===== config.mk =====
export PLATFORM = sky130hd
export DESIGN_NAME = mouse_joypad_nibble_port
export DESIGN_NICKNAME = d
export VERILOG_FILES = /design/src/mjnp_pkg.sv /design/src/mjnp_pad.sv /design/src/mouse_joypad_nibble_port.sv
export SDC_FILE = /design/constraint.sdc
export NUM_CORES = 1
export LEC_CHECK = 0
export CAP_MARGIN = 10
export CELL_PAD_IN_SITES_DETAIL_PLACEMENT = 0
export CELL_PAD_IN_SITES_GLOBAL_PLACEMENT = 1
export CORE_ASPECT_RATIO = 1.1
export CORE_MARGIN = 2
export CORE_UTILIZATION = 49
export DETAILED_ROUTE_END_ITERATION = 6
export DONT_BUFFER_PORTS = 1
export GPL_TIMING_DRIVEN = 0
export HOLD_SLACK_MARGIN = 0.06
export PLACE_DENSITY = 0.85
export RECOVER_POWER = 25
export SLEW_MARGIN = 40
export SYNTH_ARGS = -nofsm -noshare
export SYNTH_HDL_FRONTEND = slang
export SYNTH_HIERARCHICAL = 1
export SYNTH_SLANG_ARGS = --single-unit

===== constraint.sdc =====
create_clock -name clk -period 6.4 [get_ports clk]
set_input_delay 1.28 -clock clk [delete_from_list [all_inputs] [get_ports clk]]
set_output_delay 1.28 -clock clk [all_outputs]
set_load 0.05 [all_outputs]

===== src/mjnp_pkg.sv =====
// Shared constants and types for the mouse / joypad nibble port.
package mjnp_pkg;

  // Item operation codes
  localparam logic [1:0] MODE_STROBE = 2'd0;
  localparam logic [1:0] MODE_MOVE   = 2'd1;
  localparam logic [1:0] MODE_READ   = 2'd2;

  // Configuration register indexes
  localparam int CFG_IDX_W = 3;
  localparam logic [CFG_IDX_W-1:0] REG_DEVICE_IS_MOUSE     = 3'd0;
  localparam logic [CFG_IDX_W-1:0] REG_MOUSE_RAPID_ENABLE  = 3'd1;
  localparam logic [CFG_IDX_W-1:0] REG_KEY_JOY_MERGE       = 3'd2;
  localparam logic [CFG_IDX_W-1:0] REG_BUTTON_RAPID_ENABLE = 3'd3;
  localparam logic [CFG_IDX_W-1:0] REG_BUTTON_SWAP         = 3'd4;
  localparam logic [CFG_IDX_W-1:0] REG_RAPID_PERIOD        = 3'd5;

  localparam int CFG_DATA_W = 31;
  localparam logic [CFG_DATA_W-1:0] RAPID_PERIOD_RST = 31'd200000;

  // Nibble selector codes
  localparam logic [1:0] SEL_XH = 2'd0;
  localparam logic [1:0] SEL_XL = 2'd1;
  localparam logic [1:0] SEL_YH = 2'd2;
  localparam logic [1:0] SEL_YL = 2'd3;

  // Joypad read options
  typedef struct packed {
    logic key_joy_merge;
    logic button_rapid_enable;
    logic button_swap;
  } pad_cfg_t;

  // Joypad read results back to the top level
  typedef struct packed {
    logic       toggle;
    logic [3:0] data_nibble;
    logic [1:0] button_bits;
  } pad_res_t;

endpackage


===== src/mjnp_pad.sv =====
// Joypad read path: rapid-fire phase check, pad/key merge and button swap.
module mjnp_pad (
  input  logic [7:0]                       pad_status,
  input  logic [7:0]                       key_joy_bits,
  input  logic [31:0]                      now_clock,
  input  logic [31:0]                      last_toggle_clock,
  input  logic                             rapid_phase,
  input  logic [mjnp_pkg::CFG_DATA_W-1:0]  rapid_period,
  input  mjnp_pkg::pad_cfg_t               cfg,
  output mjnp_pkg::pad_res_t               res
);

  logic [31:0] diff;
  logic        toggle;
  logic        phase;
  logic [7:0]  rap;
  logic [7:0]  ret0;
  logic [7:0]  ret1;
  logic [7:0]  ret2;
  logic [7:0]  ret3;

  // Phase flips when elapsed time is negative or past the period
  assign diff   = now_clock - last_toggle_clock;
  assign toggle = diff[31] || (diff[30:0] > rapid_period);
  assign phase  = rapid_phase ^ toggle;
  assign rap    = phase ? 8'hf0 : 8'h00;

  // Merge pad, key and rapid bits
  always_comb begin
    ret0 = pad_status | (rap & 8'h30);
    ret1 = cfg.key_joy_merge ? (ret0 & key_joy_bits) : ret0;
    ret2 = cfg.button_rapid_enable ? (ret1 | rap) : ret1;
    // buttons only read released when bits 6/7 agree
    ret3 = ret2;
    ret3[4] = ret2[4] & ret2[6];
    ret3[5] = ret2[5] & ret2[7];
  end

  always_comb begin
    res.toggle      = toggle;
    res.data_nibble = ret3[3:0];
    res.button_bits = cfg.button_swap ? {ret3[4], ret3[5]} : ret3[5:4];
  end

endmodule


===== src/mouse_joypad_nibble_port.sv =====
// Top level of the mouse / joypad nibble port.
// One item is taken per clock while in_stall is low: it is captured in an input register,
// processed against the port state by short logic when it leaves that register, and a data
// read loads its result into an output register as it leaves. Strobe and movement items
// produce no result. A held result stalls the input only when the item waiting in the input
// register is itself a read. Configuration writes take effect at the next edge and are meant
// to be made with the port idle.
module mouse_joypad_nibble_port (
  input  logic                              clk,
  input  logic                              rst_n,
  // configuration
  input  logic                              cfg_we,
  input  logic [mjnp_pkg::CFG_IDX_W-1:0]    cfg_index,
  input  logic [mjnp_pkg::CFG_DATA_W-1:0]   cfg_wdata,
  // input items
  input  logic                              in_valid,
  output logic                              in_stall,
  input  logic [1:0]                        in_mode,
  input  logic                              in_strobe_level,
  input  logic signed [15:0]                in_delta_x,
  input  logic signed [15:0]                in_delta_y,
  input  logic [7:0]                        in_mouse_buttons,
  input  logic [7:0]                        in_mouse_rapid_bits,
  input  logic [7:0]                        in_pad_status,
  input  logic [7:0]                        in_key_joy_bits,
  input  logic [31:0]                       in_now_clock,
  // results
  output logic                              out_valid,
  input  logic                              out_stall,
  output logic [3:0]                        out_data_nibble,
  output logic [1:0]                        out_button_bits
);

  // Configuration registers
  logic                            dev_mouse_r;
  logic                            mouse_rapid_en_r;
  logic                            key_joy_merge_r;
  logic                            button_rapid_en_r;
  logic                            button_swap_r;
  logic [mjnp_pkg::CFG_DATA_W-1:0] rapid_period_r;

  // Port state
  logic [1:0]         nibble_sel_r, nibble_sel_nxt;
  logic               prev_strobe_r, prev_strobe_nxt;
  logic signed [15:0] accum_x_r, accum_x_nxt;
  logic signed [15:0] accum_y_r, accum_y_nxt;
  logic [7:0]         latched_x_r, latched_x_nxt;
  logic [7:0]         latched_y_r, latched_y_nxt;
  logic               rapid_phase_r, rapid_phase_nxt;
  logic [31:0]        last_toggle_r, last_toggle_nxt;

  // Input register
  logic               s1_valid_r;
  logic [1:0]         s1_mode_r;
  logic               s1_strobe_r;
  logic signed [15:0] s1_dx_r;
  logic signed [15:0] s1_dy_r;
  logic [7:0]         s1_mbtn_r;
  logic [7:0]         s1_mrapid_r;
  logic [7:0]         s1_pad_r;
  logic [7:0]         s1_key_r;
  logic [31:0]        s1_now_r;

  // Output register
  logic       out_valid_r;
  logic [3:0] out_data_r;
  logic [1:0] out_btn_r;

  logic       s1_is_read;
  logic       s1_fire;
  logic       in_take;
  logic       strobe_edge;
  logic [1:0] sel_inc;
  logic [3:0] res_data;
  logic [1:0] res_btn;

  mjnp_pkg::pad_cfg_t pad_cfg;
  mjnp_pkg::pad_res_t pad_res;

  // Handshake
  assign s1_is_read = (s1_mode_r == mjnp_pkg::MODE_READ);
  assign s1_fire    = s1_valid_r && (!s1_is_read || !out_valid_r || !out_stall);
  assign in_stall   = s1_valid_r && !s1_fire;
  assign in_take    = in_valid && !in_stall;

  assign out_valid       = out_valid_r;
  assign out_data_nibble = out_data_r;
  assign out_button_bits = out_btn_r;

  // Configuration writes
  always_ff @(posedge clk) begin
    if (!rst_n) begin
      dev_mouse_r       <= 1'b0;
      mouse_rapid_en_r  <= 1'b0;
      key_joy_merge_r   <= 1'b0;
      button_rapid_en_r <= 1'b0;
      button_swap_r     <= 1'b0;
      rapid_period_r    <= mjnp_pkg::RAPID_PERIOD_RST;
    end else if (cfg_we) begin
      case (cfg_index)
        mjnp_pkg::REG_DEVICE_IS_MOUSE:     dev_mouse_r       <= cfg_wdata[0];
        mjnp_pkg::REG_MOUSE_RAPID_ENABLE:  mouse_rapid_en_r  <= cfg_wdata[0];
        mjnp_pkg::REG_KEY_JOY_MERGE:       key_joy_merge_r   <= cfg_wdata[0];
        mjnp_pkg::REG_BUTTON_RAPID_ENABLE: button_rapid_en_r <= cfg_wdata[0];
        mjnp_pkg::REG_BUTTON_SWAP:         button_swap_r     <= cfg_wdata[0];
        mjnp_pkg::REG_RAPID_PERIOD:        rapid_period_r    <= cfg_wdata;
        default: ;
      endcase
    end
  end

  // Input register capture
  always_ff @(posedge clk) begin
    if (!rst_n) begin
      s1_valid_r <= 1'b0;
    end else if (in_take) begin
      s1_valid_r <= 1'b1;
    end else if (s1_fire) begin
      s1_valid_r <= 1'b0;
    end
  end

  always_ff @(posedge clk) begin
    if (in_take) begin
      s1_mode_r   <= in_mode;
      s1_strobe_r <= in_strobe_level;
      s1_dx_r     <= in_delta_x;
      s1_dy_r     <= in_delta_y;
      s1_mbtn_r   <= in_mouse_buttons;
      s1_mrapid_r <= in_mouse_rapid_bits;
      s1_pad_r    <= in_pad_status;
      s1_key_r    <= in_key_joy_bits;
      s1_now_r    <= in_now_clock;
    end
  end

  // Joypad read logic
  assign pad_cfg.key_joy_merge       = key_joy_merge_r;
  assign pad_cfg.button_rapid_enable = button_rapid_en_r;
  assign pad_cfg.button_swap         = button_swap_r;

  mjnp_pad u_pad (
    .pad_status        (s1_pad_r),
    .key_joy_bits      (s1_key_r),
    .now_clock         (s1_now_r),
    .last_toggle_clock (last_toggle_r),
    .rapid_phase       (rapid_phase_r),
    .rapid_period      (rapid_period_r),
    .cfg               (pad_cfg),
    .res               (pad_res)
  );

  // Saturating 16-bit add
  function automatic logic signed [15:0] sat_add(input logic signed [15:0] a,
                                                 input logic signed [15:0] b);
    logic signed [16:0] s;
    s = {a[15], a} + {b[15], b};
    if (s[16] != s[15]) begin
      sat_add = s[16] ? 16'sh8000 : 16'sh7fff;
    end else begin
      sat_add = s[15:0];
    end
  endfunction

  // Clamp to -128..127
  function automatic logic [7:0] clamp_byte(input logic signed [15:0] v);
    if (!v[15] && (v[14:7] != 8'h00)) begin
      clamp_byte = 8'h7f;
    end else if (v[15] && (v[14:7] != 8'hff)) begin
      clamp_byte = 8'h80;
    end else begin
      clamp_byte = v[7:0];
    end
  endfunction

  // Read result: mouse nibble and buttons, or the joypad result when the device is not a mouse
  always_comb begin
    logic [7:0] nx;
    logic [7:0] ny;
    logic [7:0] b;
    nx = 8'h00 - latched_x_r;
    ny = 8'h00 - latched_y_r;
    case (nibble_sel_r)
      mjnp_pkg::SEL_XH: res_data = nx[7:4];
      mjnp_pkg::SEL_XL: res_data = nx[3:0];
      mjnp_pkg::SEL_YH: res_data = ny[7:4];
      default:          res_data = ny[3:0];
    endcase
    b = mouse_rapid_en_r ? (s1_mbtn_r | s1_mrapid_r) : s1_mbtn_r;
    res_btn = {b[5], b[7]};
    if (!dev_mouse_r) begin
      res_data = pad_res.data_nibble;
      res_btn  = pad_res.button_bits;
    end
  end

  // State update
  assign strobe_edge = dev_mouse_r && (s1_mode_r == mjnp_pkg::MODE_STROBE) &&
                       (s1_strobe_r != prev_strobe_r);
  assign sel_inc     = nibble_sel_r + 2'd1;

  always_comb begin
    nibble_sel_nxt  = nibble_sel_r;
    prev_strobe_nxt = prev_strobe_r;
    accum_x_nxt     = accum_x_r;
    accum_y_nxt     = accum_y_r;
    latched_x_nxt   = latched_x_r;
    latched_y_nxt   = latched_y_r;
    rapid_phase_nxt = rapid_phase_r;
    last_toggle_nxt = last_toggle_r;
    if (s1_fire) begin
      case (s1_mode_r)
        mjnp_pkg::MODE_STROBE: begin
          if (strobe_edge) begin
            prev_strobe_nxt = s1_strobe_r;
            nibble_sel_nxt  = sel_inc;
            // wrap to XH latches and clears both axes
            if (sel_inc == mjnp_pkg::SEL_XH) begin
              latched_x_nxt = clamp_byte(accum_x_r);
              latched_y_nxt = clamp_byte(accum_y_r);
              accum_x_nxt   = 16'sd0;
              accum_y_nxt   = 16'sd0;
            end
          end
        end
        mjnp_pkg::MODE_MOVE: begin
          accum_x_nxt = sat_add(accum_x_r, s1_dx_r);
          accum_y_nxt = sat_add(accum_y_r, s1_dy_r);
        end
        mjnp_pkg::MODE_READ: begin
          if (!dev_mouse_r && pad_res.toggle) begin
            rapid_phase_nxt = ~rapid_phase_r;
            last_toggle_nxt = s1_now_r;
          end
        end
        default: ;
      endcase
    end
  end

  always_ff @(posedge clk) begin
    if (!rst_n) begin
      nibble_sel_r  <= mjnp_pkg::SEL_YL;
      prev_strobe_r <= 1'b0;
      accum_x_r     <= 16'sd0;
      accum_y_r     <= 16'sd0;
      latched_x_r   <= 8'h00;
      latched_y_r   <= 8'h00;
      rapid_phase_r <= 1'b0;
      last_toggle_r <= 32'd0;
    end else begin
      nibble_sel_r  <= nibble_sel_nxt;
      prev_strobe_r <= prev_strobe_nxt;
      accum_x_r     <= accum_x_nxt;
      accum_y_r     <= accum_y_nxt;
      latched_x_r   <= latched_x_nxt;
      latched_y_r   <= latched_y_nxt;
      rapid_phase_r <= rapid_phase_nxt;
      last_toggle_r <= last_toggle_nxt;
    end
  end

  // Output register
  always_ff @(posedge clk) begin
    if (!rst_n) begin
      out_valid_r <= 1'b0;
    end else if (s1_fire && s1_is_read) begin
      out_valid_r <= 1'b1;
    end else if (!out_stall) begin
      out_valid_r <= 1'b0;
    end
  end

  always_ff @(posedge clk) begin
    if (s1_fire && s1_is_read) begin
      out_data_r <= res_data;
      out_btn_r  <= res_btn;
    end
  end

  // Checks
  a_sel_only_on_strobe: assert property (@(posedge clk) disable iff (!rst_n)
    !(s1_fire && (s1_mode_r == mjnp_pkg::MODE_STROBE)) |=> $stable(nibble_sel_r))
    else $error("nibble selector moved without a strobe transfer");

  a_wrap_clears: assert property (@(posedge clk) disable iff (!rst_n)
    (s1_fire && strobe_edge && (nibble_sel_r == mjnp_pkg::SEL_YL)) |=>
      (accum_x_r == 16'sd0) && (accum_y_r == 16'sd0) && (nibble_sel_r == mjnp_pkg::SEL_XH))
    else $error("selector wrap did not latch and clear the accumulators");

  a_result_from_read: assert property (@(posedge clk) disable iff (!rst_n)
    (s1_fire && s1_is_read) |=> out_valid_r)
    else $error("read transfer lost its result");

  a_stall_needs_item: assert property (@(posedge clk) disable iff (!rst_n)
    in_stall |-> (s1_valid_r && s1_is_read && out_valid_r && out_stall))
    else $error("input stalled without a blocked read");

endmodule


# After elaboration in Yosys (flattened, before gate mapping)
# Index checks and enable logic that the tools add are counted.
[word_totals]
ff_bits = 227
latchBits = 0
mem_bits_rw = 0
mem_bits_ro = 0
inputBits = 138
out_inout_bits = 8
word_cells = 123
n_memories = 0
[classes]
add_sub_neg = 6
multipliers = 0
div = 0
order_cmp = 1
eq_ne = 17
n_shift = 0
n_mux = 24
bitwise_logic = 8
n_reduce_logical = 40
[op_table]
columns = ["op", "count"]
rows = [
  ["$mux W16", 6],
  ["$mux W8", 8],
  ["$pmux W16 S2", 2],
  ["$add A16 B16 Y17", 2],
  ["$sub A32 B32 Y32", 1],
  ["$gt A31 B31 Y1", 1],
  ["$ne A8 B8 Y1 const B", 2],
  ["$or A8 B8 Y8", 2],
  ["$reduce_bool A8 Y1", 2],
  ["$sub A1 B8 Y8 const A", 2],
  ["$pmux W4 S3", 1],
  ["$reduce_and A2 Y1", 6],
  ["$logic_and A1 B1 Y1", 11],
  ["$and A8 B8 Y8", 1],
  ["$logic_not A1 Y1", 8],
  ["$or A8 B6 Y8", 1],
  ["$reduce_and A4 Y1", 2],
  ["$eq A3 B2 Y1 const B", 2],
  ["$eq A3 B3 Y1 const B", 2],
  ["$logic_not A2 Y1", 3],
  ["$reduce_and A3 Y1", 2],
  ["$eq A2 B1 Y1 const B", 2],
  ["$eq A2 B2 Y1 const B", 2],
  ["$mux W1", 4],
  ["other kinds (13)", 21],
]

# Longest topological paths before layout
[logic_depth]
word_depth = 13
depth_mapped = 23
ltp_nobuf = 22

# Modules after synthesis
# Netlist, hierarchy kept.
[modules_own_cells]
columns = ["mod", "instances", "cells_each", "area_per_inst_um2", "seq_area_each_um2"]
rows = [
  ["mouse_joypad_nibble_port", 1, 889, 9272.6, 5235.0],
  ["mjnp_pad", 1, 423, 2861.5, 0.0],
]

# Worst setup path before layout
# No wires, ideal clock.
[synth_path]
path_kind = "in2reg"
start = "in out_stall"
end = "reg s1_dx_r[0] (enable)"
setup_time_ns = 0.542
arrival_ns = 5.474
t_required_ns = 5.858
setup_slack_ns = 0.384
cell_stages = 3
n_path_buf = 0
cell_sequence = "nand2_1 -> nor2_1 -> nor2b_1"
[synth_between]
elab_chain_len = 7
[synth_lines]
columns = ["item", "line", "rtl"]
rows = [
  ["from (decl)", "mouse_joypad_nibble_port.sv:29", "input logic out_stall,"],
  ["$logic_not A1 Y1", "-", ""],
  ["$logic_or A1 B1 Y1", "mouse_joypad_nibble_port.sv:82", "assign s1_fire = s1_valid_r && (!s1_is_read || !out_valid_r || !out_stall);"],
  ["$logic_and A1 B1 Y1", "mouse_joypad_nibble_port.sv:82", ""],
  ["$logic_not A1 Y1", "mouse_joypad_nibble_port.sv:83", "assign in_stall = s1_valid_r && !s1_fire;"],
  ["$logic_and A1 B1 Y1", "mouse_joypad_nibble_port.sv:83", ""],
  ["net in_stall", "mouse_joypad_nibble_port.sv:17", "output logic in_stall,"],
  ["$logic_not A1 Y1", "mouse_joypad_nibble_port.sv:84", "assign in_take = in_valid && !in_stall;"],
  ["$logic_and A1 B1 Y1", "mouse_joypad_nibble_port.sv:84", ""],
  ["net in_take", "mouse_joypad_nibble_port.sv:71", "logic in_take;"],
  ["to (signal assigned)", "mouse_joypad_nibble_port.sv:127", "s1_dx_r <= in_delta_x;"],
  ["to (decl)", "mouse_joypad_nibble_port.sv:56", "logic signed [15:0] s1_dx_r;"],
]
# The timed path passes the listed nets, and every way through them passes these cells.
# A chain may end at the register's enable or synchronous reset.

# Worst setup path after layout
[layout_path]
start = "reg s1_now_r[0]"
end = "reg last_toggle_r[5]"
[layout_between]
elab_chain_len = 5
[layout_lines]
columns = ["item", "line", "rtl"]
rows = [
  ["from (decl)", "mouse_joypad_nibble_port.sv:62", "logic [31:0] s1_now_r;"],
  ["from (signal assigned)", "mouse_joypad_nibble_port.sv:133", "s1_now_r <= in_now_clock;"],
  ["$sub A32 B32 Y32 (*)", "mjnp_pad.sv:23", "assign diff = now_clock - last_toggle_clock;"],
  ["$gt A31 B31 Y1", "mjnp_pad.sv:24", "assign toggle = diff[31] || (diff[30:0] > rapid_period);"],
  ["$logic_or A1 B1 Y1 (*)", "mjnp_pad.sv:24", ""],
  ["net u_pad.toggle", "mjnp_pad.sv:14", "logic toggle;"],
  ["$logic_and A1 B1 Y1 (*)", "mouse_joypad_nibble_port.sv:231", "if (!dev_mouse_r && pad_res.toggle) begin"],
  ["$reduce_and A3 Y1 (no source line) (*)", "-", ""],
  ["to (signal assigned)", "mouse_joypad_nibble_port.sv:259", "last_toggle_r <= last_toggle_nxt;"],
  ["to (decl)", "mouse_joypad_nibble_port.sv:50", "logic [31:0] last_toggle_r, last_toggle_nxt;"],
]
# The timed path passes the listed nets; every way through them passes the cells marked *.

==> flow_summary_export.csv <==
group,metric,value,unit
sta,setup_viol,0,
global_routing,grt_pass1_wl,46010,um
clock_tree,clock_sinks,215,
global_routing,grt_max_degree,24,
clock_tree,cts-buffers-inserted,26,
critical_path,worstPathRequired,6840,ps
detailed_routing,ant_nets,0,
finish,final_cell_mix,"nand2_1 (231), a21oi_1 (164), dfxtp_1 (122), ha_1 (100), edfxtp_1 (93)",
die,chipHeight,169.0,um
sta,rsz0062_at_grt,"no",
clock_tree,cts-root-buf,"clkbuf_16",
critical_path,reg2reg_from,"s1_now_r[0]$_DFFE_PP_",
clock_tree,cts_max_level,1,
critical_path,critPathMaxStageDelay,480,ps
pwr,p_leak,5.101,nW
placed_design,place_inst,1627,
status,outcome,"finished, final reports clean",
global_routing,grt.total_usage,0.2173,
die,die-area,0.02604,mm^2
logic_synthesis,synth-edff-count,93,
pwr,vdd_drop_max,0.0002080,V
detailed_routing,wl_per_cell,16.90,um
clock_tree,cts_setup_buffers,0,
clock_tree,worstSkewPairLatency,530,ps
clock_tree,tritoncts,"yes",
critical_path,critPathKind,"reg -> reg",
clock_tree,clockBufferDepth,3,
clock_tree,cts_hold_buf,0,
logic_synthesis,async_flop_share,0,
logic_synthesis,yosysSeqAreaShare,0.4314,
critical_path,arrival,6190,ps
sta,maxSlewHeadroom,0.4350,
placed_design,place_congestion,0.9069,
sta,final_hold_viol_count,0,
critical_path,reg2regPathDepth,22,
critical_path,end_kind,"register",
finish,final_util,0.5543,
detailed_routing,via_count,9344,
die,io_pins,146,
min_path,worstHoldStart,"rapid_period_r[26]$_SDFFE_PN0P_",
sta,final.setup_skew,14.60,ps
critical_path,crit_buf_inv,4,
placed_design,io_buffers,0,
logic_synthesis,yosysWarnings,6,
global_routing,overflow,0,
global_routing,grt_antenna_before_repair,3,
min_path,min_path_cells,2,
sta,period_needed,5752,ps
logic_synthesis,synthDistinctLibCells,81,
min_path,min_delay_worst_endpoint,"rapid_period_r[26]$_SDFFE_PN0P_",
detailed_routing,routed_wl,28320,um
finish,stdcell_count,1676,
sta,slew_viol_final,0,
logic_synthesis,synth_area_per_cell,9.249,um^2
critical_path,path_cells,"inv_1, ha_1, fa_1, nor2b_1, o21bai_1, a21oi_1, o41ai_1, a31oi_1, a311oi_2, o21bai_1, xnor2_1, ha_1, nand4_1, nor4_1, o311ai_0, nand3_1, buf_4, and3b_1, clkbuf_1, clkbuf_1, nand2_1, a21oi_1",
clock_tree,post_cts_resized,0,
min_path,hold_path_class,"reg -> reg",
critical_path,crit_family,"compound AO/OA/AOI/OAI gates",
clock_tree,clkSlewWorstSetupHoldPaths,60,ps
critical_path,cp-start-kind,"register",
logic_synthesis,synth_nets,1553,
critical_path,r2r_slack,650,ps
die,core,0.02440,mm^2
detailed_routing,post-route-drc-count,0,
sta,clock.fmax,173.9,MHz
detailed_routing,via_per_inst,5.575,
run,max_cap_viol_count,0,
detailed_routing,firstDrtPassIters,5,
global_routing,grt_pass1_vias,9266,
logic_synthesis,syn_area,0.01213,mm^2
pwr,power_density,256.6,mW/mm^2
finish,drive_gt1_frac,0.07473,
finish,nets,1586,
die,die_x,154.0,um
logic_synthesis,synth_top_cells_by_area,"edfxtp_1 (23%), dfxtp_1 (20%), ha_1 (10%), nand2_1 (7.1%), a21oi_1 (6.8%)",
sta,worstMarginPinSlew,838.7,ps
critical_path,r2r-end,"last_toggle_r[5]$_SDFFE_PN0P_",
critical_path,critPathMaxFanout,10,
placed_design,dp_hpwl,21540,um
logic_synthesis,synth_top_area_share,0.2302,
logic_synthesis,post_synth_inst_count,1312,
detailed_routing,drt_iter0_markers,495,
logic_synthesis,ys_seq_elements,215,
die,rows,60,
logic_synthesis,synth_flop_cell,"dfxtp_1",
sta,fin_crit_sh,0.8987,
die,initial_utilization,0.4973,
critical_path,critPathSlowestCell,"o41ai_1",
finish,final_common_cell,"nand2_1",
finish,synthToLayoutAreaGrowth,11.45,%
logic_synthesis,yosys.area.top_type,"edfxtp_1",
[per-layer routing]
metal	global-route usage	wire length (um)	vias to the layer above
li1	-	-	4785
met1	0.2636	12210	4323
met5	0	25	-
met3	0.04480	1496	42
met2	0.3960	14100	190
met4	0.04957	479	4
[how the worst max path moves through the flow]
stage                                           to  slack, ps  cells after the start                  start
detailed placement  last_toggle_r[20]$_SDFFE_PN0P_        690                     20  s1_now_r[5]$_DFFE_PP_
global placement             s1_dy_r[11]$_DFFE_PP_      -1410                      3              out_stall
CTS                  last_toggle_r[5]$_SDFFE_PN0P_        610                     22  s1_now_r[0]$_DFFE_PP_
global route        last_toggle_r[17]$_SDFFE_PN0P_        130                     20  s1_now_r[5]$_DFFE_PP_
finish               last_toggle_r[5]$_SDFFE_PN0P_        650                     22  s1_now_r[0]$_DFFE_PP_
floorplan                     s1_dx_r[0]$_DFFE_PP_        380                      3              out_stall
[per-stage QoR]
step	worst slack (ps)	total power [mW]	hold WS, ps	setup TNS (ps)	cell area [um^2]
6_report	648.4	3.471	453.0	0	13520
5_1_grt	125.3	3.625	476.1	0	13520
4_1_cts	609.3	3.508	455.4	0	13520
3_5_place_dp	688.0	2.003	447.2	0	12630
3_3_place_gp	-1408	1.992	441.5	-121690	12520
2_1_floorplan	384.5	1.895	436.3	0	12130
[cell usage after synthesis, drive strengths merged (4+ instances only)]
cell type / n
o21bai: 13
o211ai: 36
nand4: 17
xnor2: 41
o311ai: 4
mux2i: 10
and2: 5
dfxtp: 122
nand3: 34
nand2: 233
nor2: 52
a21oi: 165
edfxtp: 93
and3: 10
nor3: 20
xor2: 25
nand2b: 5
buf: 13
nor2b: 9
a311oi: 12
inv: 92
nand3b: 6
a21boi: 11
nor4: 11
o31ai: 5
a211oi: 11
a221o: 17
ha: 100
clkbuf: 30
o21ai: 33
or2: 6
o21a: 8
nor3b: 4
mux2: 5
a21o: 17
[kinds of logic after synthesis]
group	share of synthesized area
XOR/XNOR	0.04764
AO/OA/AOI/OAI	0.1940
buffers and inverters	0.04671
flip-flops	0.4314
AND/OR/NAND/NOR	0.1590
adder cells (fa/ha/maj)	0.1081
multiplexers	0.01320
[cell type report]
type	count	area, um^2
diodes	1	2.502
plain buffers	43	221.5
clock buffers	30	728.2
clock inverters	18	160.2
fillers	2186	10880
inverters	92	345.3
multi-input cells	962	6342
flip-flops and latches	215	5235
well taps	310	387.9
repair buffers	5	100.1
[tightest hold or removal path, cell delays in order, from the launching register on]
cell,delay (ps)
dfxtp_1,310
nand2_1,50
a21oi_1,50
[power breakdown]
part / switching (mW) / internal (mW)
registers: 0.0340 / 1.49
clock network: 0.595 / 0.900
logic: 0.269 / 0.184
[state kept, by name (all words and copies together), names as in the netlist, 4 cells and up]
signal,flops
rapid_period_r,31
s1_now_r,32
out_data_nibble,4
last_toggle_r,32
s1_pad_r,8
accum_x_r,16
accum_y_r,16
latched_x_r,8
s1_key_r,8
s1_dy_r,16
latched_y_r,8
s1_dx_r,16
Power figures use the tool's default switching activity.
